--- config.mk ---
export PLATFORM = sky130hd
export DESIGN_NAME = rf_remote_frame_pulse_encoder
export DESIGN_NICKNAME = d
export VERILOG_FILES = /design/src/hdl/rfpe_pkg.sv /design/src/hdl/rfpe_sequencer.sv /design/src/hdl/rf_remote_frame_pulse_encoder.sv
export SDC_FILE = /design/constraint.sdc
export NUM_CORES = 1
export LEC_CHECK = 0
export BUFFER_PORTS_ARGS = -buffer_cell sky130_fd_sc_hd__buf_2
export CAP_MARGIN = 20
export CORE_ASPECT_RATIO = 1.25
export CORE_MARGIN = 2
export CORE_UTILIZATION = 54
export DETAILED_ROUTE_END_ITERATION = 16
export PLACE_DENSITY = 0.83
export SYNTH_ARGS = -nofsm -noshare
export SYNTH_HDL_FRONTEND = slang
export SYNTH_SLANG_ARGS = --single-unit
--- constraint.sdc ---
create_clock -name clk -period 9.4 [get_ports clk]
set_input_delay 1.88 -clock clk [delete_from_list [all_inputs] [get_ports clk]]
set_output_delay 1.88 -clock clk [all_outputs]
set_load 0.01 [all_outputs]
--- src/hdl/rfpe_pkg.sv ---
`timescale 1ns / 1ps
// Package for the remote-frame pulse encoder: word types, control bundles,
// micro-operation codes, register indexes and frame constants.
// No dependencies.
package rfpe_pkg;

    typedef struct packed {
        logic        opcode;
        logic        heating_kind;
        logic [15:0] house_code;
        logic [7:0]  device_address;
        logic [7:0]  command_byte;
        logic [7:0]  extension_byte;
    } item_t;

    typedef struct packed {
        logic        bit_value;
        logic [11:0] on_time_us;
        logic [10:0] off_time_us;
        logic        frame_end;
        logic        message_end;
    } result_t;

    typedef enum logic [3:0] {
        OP_NOP,
        OP_LATCH,
        OP_ADD_LO,
        OP_ADD_ADDR,
        OP_ADD_CMD,
        OP_ADD_EXT,
        OP_ARM,
        OP_BIT,
        OP_EMIT
    } dp_op_t;

    typedef struct packed {
        dp_op_t op;
    } ctrl_t;

    typedef struct packed {
        logic active;
        logic ext_flag;
    } status_t;

    localparam logic       OPC_LOAD    = 1'b0;
    localparam logic       OPC_ADVANCE = 1'b1;

    localparam logic [2:0] CFG_ONE_WIDTH  = 3'd0;
    localparam logic [2:0] CFG_ZERO_WIDTH = 3'd1;
    localparam logic [2:0] CFG_ON_EXTEND  = 3'd2;
    localparam logic [2:0] CFG_OFF_TRIM   = 3'd3;
    localparam logic [2:0] CFG_REPEAT     = 3'd4;

    localparam logic [7:0] SEED_SWITCH  = 8'h06;
    localparam logic [7:0] SEED_HEATING = 8'h0C;
    localparam int         EXT_BIT      = 5;

    localparam logic [6:0] SYNC_ONE_POS     = 7'd12;
    localparam logic [6:0] FIRST_BYTE_POS   = 7'd13;
    localparam logic [7:0] FRAME_BITS_SHORT = 8'd59;
    localparam logic [7:0] FRAME_BITS_LONG  = 8'd68;
    localparam logic [2:0] BYTES_SHORT      = 3'd5;
    localparam logic [2:0] BYTES_LONG       = 3'd6;
    localparam logic [3:0] PARITY_SLOT      = 4'd8;

endpackage

--- src/hdl/rfpe_sequencer.sv ---
`timescale 1ns / 1ps
// Microcode sequencer: program ROM, step counter and conditional jumps.
// Depends on rfpe_pkg.
module rfpe_sequencer (
    input  logic              clk,
    input  logic              rst_n,
    input  logic              go,
    input  logic              opcode,
    input  rfpe_pkg::status_t status,
    output logic              busy,
    output rfpe_pkg::ctrl_t   ctrl
);
    import rfpe_pkg::*;

    typedef enum logic [2:0] {
        COND_NEVER,
        COND_ALWAYS,
        COND_ACTIVE,
        COND_IDLE,
        COND_NO_EXT
    } cond_t;

    typedef struct packed {
        dp_op_t     op;
        cond_t      cond;
        logic [3:0] target;
        logic       last;
    } ucode_t;

    localparam logic [3:0] ENTRY_LOAD = 4'd0;
    localparam logic [3:0] STEP_ARM   = 4'd6;
    localparam logic [3:0] ENTRY_ADV  = 4'd7;
    localparam logic [3:0] STEP_END   = 4'd10;

    function automatic ucode_t rom_word(input logic [3:0] addr);
        ucode_t w;
        case (addr)
            4'd0:    w = '{OP_NOP,      COND_ACTIVE, STEP_END, 1'b0};
            4'd1:    w = '{OP_LATCH,    COND_NEVER,  STEP_END, 1'b0};
            4'd2:    w = '{OP_ADD_LO,   COND_NEVER,  STEP_END, 1'b0};
            4'd3:    w = '{OP_ADD_ADDR, COND_NEVER,  STEP_END, 1'b0};
            4'd4:    w = '{OP_ADD_CMD,  COND_NO_EXT, STEP_ARM, 1'b0};
            4'd5:    w = '{OP_ADD_EXT,  COND_NEVER,  STEP_END, 1'b0};
            4'd6:    w = '{OP_ARM,      COND_NEVER,  STEP_END, 1'b1};
            4'd7:    w = '{OP_NOP,      COND_IDLE,   STEP_END, 1'b0};
            4'd8:    w = '{OP_BIT,      COND_NEVER,  STEP_END, 1'b0};
            4'd9:    w = '{OP_EMIT,     COND_NEVER,  STEP_END, 1'b1};
            default: w = '{OP_NOP,      COND_NEVER,  STEP_END, 1'b1};
        endcase
        return w;
    endfunction

    logic [3:0] pc_reg, pc_next;
    logic       run_reg, run_next;
    ucode_t     word;
    logic       take_jump;

    always_comb
    begin
        word = rom_word(pc_reg);
        case (word.cond)
            COND_ALWAYS: take_jump = 1'b1;
            COND_ACTIVE: take_jump = status.active;
            COND_IDLE:   take_jump = !status.active;
            COND_NO_EXT: take_jump = !status.ext_flag;
            default:     take_jump = 1'b0;
        endcase

        pc_next  = pc_reg;
        run_next = run_reg;
        if (run_reg)
        begin
            if (word.last)
                run_next = 1'b0;
            else if (take_jump)
                pc_next = word.target;
            else
                pc_next = pc_reg + 4'd1;
        end
        else if (go)
        begin
            run_next = 1'b1;
            pc_next  = (opcode == OPC_ADVANCE) ? ENTRY_ADV : ENTRY_LOAD;
        end
    end

    always_ff @(posedge clk or negedge rst_n)
    begin
        if (!rst_n)
        begin
            pc_reg  <= ENTRY_LOAD;
            run_reg <= 1'b0;
        end
        else
        begin
            pc_reg  <= pc_next;
            run_reg <= run_next;
        end
    end

    assign busy    = run_reg;
    assign ctrl.op = run_reg ? word.op : OP_NOP;

endmodule

--- src/hdl/rf_remote_frame_pulse_encoder.sv ---
`timescale 1ns / 1ps
// Remote-control pulse-width frame encoder, top level: datapath, config
// registers and the microcode sequencer. Depends on rfpe_pkg, rfpe_sequencer.
//
// Usage: present a word on item and raise start; it is taken at the clock
// edge where start is high and busy is low. A load word (opcode 0) stores
// house code, address, command and extension byte and builds the checksum
// from a seed set by the device kind; it gives no result. Each advance word (opcode 1) gives one
// result word: bit value, carrier-on and carrier-off durations and the
// frame_end / message_end marks. A load while a message is in progress and
// an advance with no message loaded are dropped.
// Timing: busy stays high while the microcode program runs; a load runs
// the latch, checksum and arm steps (no extension step without extension
// byte). The result word sits on result for one cycle with result_valid,
// in the first cycle with busy low again; the receiver cannot stall it.
// Config writes (cfg_wr_en, cfg_index, cfg_data) take effect at once;
// indexes beyond the repeat count register are ignored.
// Reset clears the message state and restores register defaults.
module rf_remote_frame_pulse_encoder (
    input  logic              clk,
    input  logic              rst_n,
    input  logic              start,
    output logic              busy,
    input  rfpe_pkg::item_t   item,
    output logic              result_valid,
    output rfpe_pkg::result_t result,
    input  logic              cfg_wr_en,
    input  logic [2:0]        cfg_index,
    input  logic [10:0]       cfg_data
);
    import rfpe_pkg::*;

    logic [10:0] one_width_reg;
    logic [10:0] zero_width_reg;
    logic [9:0]  on_extend_reg;
    logic [9:0]  off_trim_reg;
    logic [2:0]  repeat_reg;

    item_t       item_reg;
    logic [15:0] house_reg;
    logic [7:0]  addr_reg;
    logic [7:0]  cmd_reg;
    logic [7:0]  ext_reg;
    logic [7:0]  csum_reg;
    logic [6:0]  pos_reg;
    logic [2:0]  byte_reg;
    logic [3:0]  slot_reg;
    logic [2:0]  rep_reg;
    logic        active_reg;
    logic        bit_reg;
    logic [10:0] width_reg;
    logic        result_valid_reg;
    result_t     result_reg;

    ctrl_t       ctrl;
    status_t     status;
    logic        accept;

    logic        ext_flag;
    logic [7:0]  cur_byte;
    logic [2:0]  byte_total;
    logic        bit_now;
    logic [11:0] on_time;
    logic [10:0] off_time;
    logic        frame_last;
    logic [2:0]  reps;
    logic        rep_last;

    assign accept          = start && !busy;
    assign ext_flag        = cmd_reg[EXT_BIT];
    assign status.active   = active_reg;
    assign status.ext_flag = ext_flag;

    rfpe_sequencer u_seq (
        .clk    (clk),
        .rst_n  (rst_n),
        .go     (accept),
        .opcode (item.opcode),
        .status (status),
        .busy   (busy),
        .ctrl   (ctrl)
    );

    always_comb
    begin
        case (byte_reg)
            3'd0:    cur_byte = house_reg[15:8];
            3'd1:    cur_byte = house_reg[7:0];
            3'd2:    cur_byte = addr_reg;
            3'd3:    cur_byte = cmd_reg;
            3'd4:    cur_byte = ext_flag ? ext_reg : csum_reg;
            default: cur_byte = csum_reg;
        endcase
        byte_total = ext_flag ? BYTES_LONG : BYTES_SHORT;

        if (pos_reg < SYNC_ONE_POS)
            bit_now = 1'b0;
        else if (pos_reg == SYNC_ONE_POS)
            bit_now = 1'b1;
        else if (byte_reg >= byte_total)
            bit_now = 1'b0;
        else if (slot_reg < PARITY_SLOT)
            bit_now = cur_byte[3'd7 - slot_reg[2:0]];
        else
            bit_now = ^cur_byte;

        on_time  = {1'b0, width_reg} + {2'b00, on_extend_reg};
        off_time = (width_reg > {1'b0, off_trim_reg})
                 ? width_reg - {1'b0, off_trim_reg} : 11'd0;

        frame_last = ({1'b0, pos_reg} + 8'd1)
                  >= (ext_flag ? FRAME_BITS_LONG : FRAME_BITS_SHORT);
        reps       = (repeat_reg == 3'd0) ? 3'd1 : repeat_reg;
        rep_last   = ({1'b0, rep_reg} + 4'd1) >= {1'b0, reps};
    end

    // config registers
    always_ff @(posedge clk or negedge rst_n)
    begin
        if (!rst_n)
        begin
            one_width_reg  <= 11'd600;
            zero_width_reg <= 11'd400;
            on_extend_reg  <= 10'd150;
            off_trim_reg   <= 10'd200;
            repeat_reg     <= 3'd3;
        end
        else if (cfg_wr_en)
        begin
            case (cfg_index)
                CFG_ONE_WIDTH:  one_width_reg  <= cfg_data;
                CFG_ZERO_WIDTH: zero_width_reg <= cfg_data;
                CFG_ON_EXTEND:  on_extend_reg  <= cfg_data[9:0];
                CFG_OFF_TRIM:   off_trim_reg   <= cfg_data[9:0];
                CFG_REPEAT:     repeat_reg     <= cfg_data[2:0];
                default:        ;
            endcase
        end
    end

    // payload, no reset
    always_ff @(posedge clk)
    begin
        if (accept)
            item_reg <= item;
        case (ctrl.op)
            OP_LATCH:
            begin
                house_reg <= item_reg.house_code;
                addr_reg  <= item_reg.device_address;
                cmd_reg   <= item_reg.command_byte;
                ext_reg   <= item_reg.extension_byte;
                csum_reg  <= (item_reg.heating_kind ? SEED_HEATING : SEED_SWITCH)
                           + item_reg.house_code[15:8];
            end
            OP_ADD_LO:   csum_reg <= csum_reg + house_reg[7:0];
            OP_ADD_ADDR: csum_reg <= csum_reg + addr_reg;
            OP_ADD_CMD:  csum_reg <= csum_reg + cmd_reg;
            OP_ADD_EXT:  csum_reg <= csum_reg + ext_reg;
            OP_BIT:
            begin
                bit_reg   <= bit_now;
                width_reg <= bit_now ? one_width_reg : zero_width_reg;
            end
            OP_EMIT:
            begin
                result_reg.bit_value   <= bit_reg;
                result_reg.on_time_us  <= on_time;
                result_reg.off_time_us <= off_time;
                result_reg.frame_end   <= frame_last;
                result_reg.message_end <= frame_last && rep_last;
            end
            default: ;
        endcase
    end

    // message position and strobe
    always_ff @(posedge clk or negedge rst_n)
    begin
        if (!rst_n)
        begin
            active_reg       <= 1'b0;
            pos_reg          <= 7'd0;
            byte_reg         <= 3'd0;
            slot_reg         <= 4'd0;
            rep_reg          <= 3'd0;
            result_valid_reg <= 1'b0;
        end
        else
        begin
            result_valid_reg <= (ctrl.op == OP_EMIT);
            case (ctrl.op)
                OP_ARM:
                begin
                    active_reg <= 1'b1;
                    pos_reg    <= 7'd0;
                    byte_reg   <= 3'd0;
                    slot_reg   <= 4'd0;
                    rep_reg    <= 3'd0;
                end
                OP_EMIT:
                begin
                    if (frame_last)
                    begin
                        pos_reg  <= 7'd0;
                        byte_reg <= 3'd0;
                        slot_reg <= 4'd0;
                        if (rep_last)
                        begin
                            rep_reg    <= 3'd0;
                            active_reg <= 1'b0;
                        end
                        else
                            rep_reg <= rep_reg + 3'd1;
                    end
                    else
                    begin
                        pos_reg <= pos_reg + 7'd1;
                        if (pos_reg >= FIRST_BYTE_POS)
                        begin
                            if (slot_reg == PARITY_SLOT)
                            begin
                                slot_reg <= 4'd0;
                                byte_reg <= byte_reg + 3'd1;
                            end
                            else
                                slot_reg <= slot_reg + 4'd1;
                        end
                    end
                end
                default: ;
            endcase
        end
    end

    assign result_valid = result_valid_reg;
    assign result       = result_reg;

endmodule

==> impl_metrics.yaml <==
status:
  status: "complete, no violations"
timing:
  whs_ns: 0.4073
  drv_slew: 0
  period_minus_slack_ns: 4.758
  worst_slew_pin_slew_ns: 0.8800
  fmax_mhz: 210.2
  finalSetupTns_ns: 0
  setup_viol_count_final: 0
  fin_crit_sh: 0.5062
  finalHoldViolCount: 0
  max_slew_margin: 0.4088
  rsz0062_at_grt: "false"
  clock_skew_ns: 0.01294
detailed_routing:
  firstDrtPassIters: 6
  drtIter0Drc: 488
  drc: 0
  wl_um: 18730
  vias_per_cell: 5.891
  vias: 6492
  drt-wirelength-per-cell_um: 17.00
  final_antenna_net_count: 0
logic_synthesis:
  postSynthAreaPerCell_um2: 12.61
  syn_area_um2: 9761
  synth-seq-cells: 196
  synthFlopType: "edfxtp_1"
  yosys_warnings: 0
  synth_edf_count: 127
  synthDistinctLibCells: 68
  synthCells: 774
  ys_seq_area_frac: 0.5697
  syn-num-nets: 896
  async_flop_share: 0.3520
clocking:
  clock_sinks: 196
  ctsRootBufferMaster: "clkbuf_16"
  cts.clk_slew.worst_paths_ns: 0.08
  cts_resized: 0
  postCtsSetupBuffers: 0
  cts_tree: "done"
  clockBufferDepth: 2
  cts_buffers: 17
  htreeDepth: 4
  clk_latency_ns: 0.44
  hold_buffers: 0
die:
  die_w_um: 124.3
  ios: 88
  start_util: 0.5556
  placementRows: 54
  dieArea_um2: 19170
  die_h_um: 154.3
  core_area_um2: 17570
critical_path:
  worst-path-max-fanout: 13
  endpoint_kind: "flop"
  r2r_setup_slack_ns: 4.64
  path_class: "flop to flop"
  r2r_cells: 18
  worstSetupStartpointType: "flop"
  r2r_end: "csum_reg[7]$_DFFE_PP_"
  arrival_ns: 4.93
  r2r_start: "u_seq.pc_reg[0]$_DFFE_PN0P_"
  required_ns: 9.57
pwr:
  switchingPower_mw: 1.013
  power.density_nw_per_um2: 270.4
  combinationalPowerShare: 0.315
  swShare: 0.3381
  p_int_mw: 1.983
  seqPwrFrac: 0.432
  leakage_nw: 4.592
  clkPwrFrac: 0.253
  vdd_drop_max_mv: 0.2013
global_routing:
  grt_max_degree: 70
  grt_pass1_vias: 6667
  grt_pass1_wl_um: 30520
  track_usage: 0.1970
  grt_overflow: 0
  antenna_found_initial: 0
worst_hold_path:
  hp-class: "flop to flop"
  hold-path-endpoint: "addr_reg[5]$_DFFE_PN_"
  worstHoldStart: "item_reg[21]$_DFFE_PP_"
  min_delay_path_depth: 0
place:
  io_buffer_count: 87
  routabilityCongestion: 0.9202
  dp_hpwl_um: 13550
  placed_area_um2: 10450
final_layout:
  largest_register_ff_count: 41
  drive_gt1_frac: 0.2312
  diodes: 0
  fin_nets: 987
  design_area_um2: 11080
  areaGrowthSynthToFinish_pct: 13.51
  num-fill-cells: 1338
  multi_input_area_um2: 3880
  seq_area_um2: 5560
job:
  cap_violations: 0
cells in the final DEF, fill, tap and decap left out, types with 20 or more instances in the layout:
master      n
a21oi_1    37
buf_2      87
ha_1       59
nor2_1     45
xnor2_1    20
mux2_2     46
o21ai_0    39
edfxtp_1  127
dfrtp_1    53
inv_1      56
nand2_1    42
critical path, stage by stage, from the launching register on:
cell	delay (ns)
dfrtp_1	0.45
inv_1	0.13
ha_1	0.33
inv_1	0.11
o2bb2ai_1	0.24
nand4b_1	0.17
a21oi_1	0.66
nand2b_1	0.49
nor2_1	0.08
a21oi_1	0.23
ha_1	0.28
a21o_1	0.18
a21oi_1	0.27
o21bai_1	0.11
a21oi_1	0.26
o21bai_1	0.10
a21oi_1	0.18
xnor2_1	0.14
mux2i_1	0.10
layer usage:
metal,part of all wire,vias to the layer above,routed length (µm),GRT usage
met5,0,-,0,0
met4,0.023,0,429,0.08721
met3,0.049,31,915,0.04289
met2,0.55,243,10320,0.3778
met1,0.38,3131,7065,0.2047
li1,-,3087,-,-
power by group through the flow:
stage | logic (mW) | registers [mW] | clock network (mW)
6_report | 0.943 | 1.29 | 0.759
5_1_grt | 1.05 | 1.31 | 0.804
4_1_cts | 0.939 | 1.29 | 0.771
3_5_place_dp | 0.926 | 1.31 | 0
3_3_place_gp | 0.886 | 1.30 | 0
2_1_floorplan | 0.738 | 1.27 | 0
cell families (layout without fill, tap and decap cells):
kind of cell / count (synthesis) / in the layout / share of synthesized area
buffers and inverters: 82 / 186 / 0.03666
AOI/OAI and AO/OA: 173 / 173 / 0.1241
and+or+nand+nor: 165 / 165 / 0.08422
muxes: 64 / 64 / 0.07486
adders and majority gates: 62 / 62 / 0.08178
DFF: 196 / 196 / 0.5697
xor gates and xnor gates: 32 / 32 / 0.02871
cell usage after synthesis, drive strengths merged (15+ instances only):
cell | instances | share of area
nor2 | 45 | 0.017
mux2 | 46 | 0.053
and3 | 15 | 0.0097
mux2i | 16 | 0.016
dfstp | 16 | 0.043
o21ai | 40 | 0.021
edfxtp | 127 | 0.39
a21oi | 38 | 0.020
xnor2 | 20 | 0.018
nand2 | 42 | 0.016
nor3 | 16 | 0.0094
inv | 56 | 0.022
a222oi | 16 | 0.016
ha | 59 | 0.076
dfrtp | 53 | 0.14
area by class of cell:
type                    instances  share of cell area
clock inverters                15             0.01886
clock buffers                  17             0.03840
well taps                     224             0.02530
repair buffers                 97             0.04608
inverters                      57             0.01931
flip-flops and latches        196              0.5019
multi-input cells             496              0.3502
metrics by stage:
| step | util | instances | setup WS, ns | power [mW] |
|---|---|---|---|---|
| 3_5_place_dp | 0.5946 | 1070 | 4.802 | 2.233 |
| 2_1_floorplan | - | 774 | 0.5949 | 2.004 |
| 3_3_place_gp | 0.5946 | 1070 | 5.116 | 2.184 |
| 4_1_cts | 0.6307 | 1102 | 4.765 | 3.000 |
| 6_report | 0.6307 | 1102 | 4.642 | 2.996 |
| 5_1_grt | 0.6307 | 1102 | 4.301 | 3.168 |
worst max path at each step:
stage	startpoint	endpoint	cells after the start
after floorplan	u_seq.pc_reg[0]$_DFFE_PN0P_	csum_reg[0]$_DFFE_PP_	8
after global placement	u_seq.pc_reg[0]$_DFFE_PN0P_	csum_reg[7]$_DFFE_PP_	18
after detailed placement	u_seq.pc_reg[0]$_DFFE_PN0P_	csum_reg[7]$_DFFE_PP_	18
after CTS	u_seq.pc_reg[0]$_DFFE_PN0P_	csum_reg[7]$_DFFE_PP_	19
after global routing	u_seq.pc_reg[0]$_DFFE_PN0P_	csum_reg[7]$_DFFE_PP_	19
final	u_seq.pc_reg[0]$_DFFE_PN0P_	csum_reg[7]$_DFFE_PP_	18
Note: power is estimated with default switching activity, not from simulation.
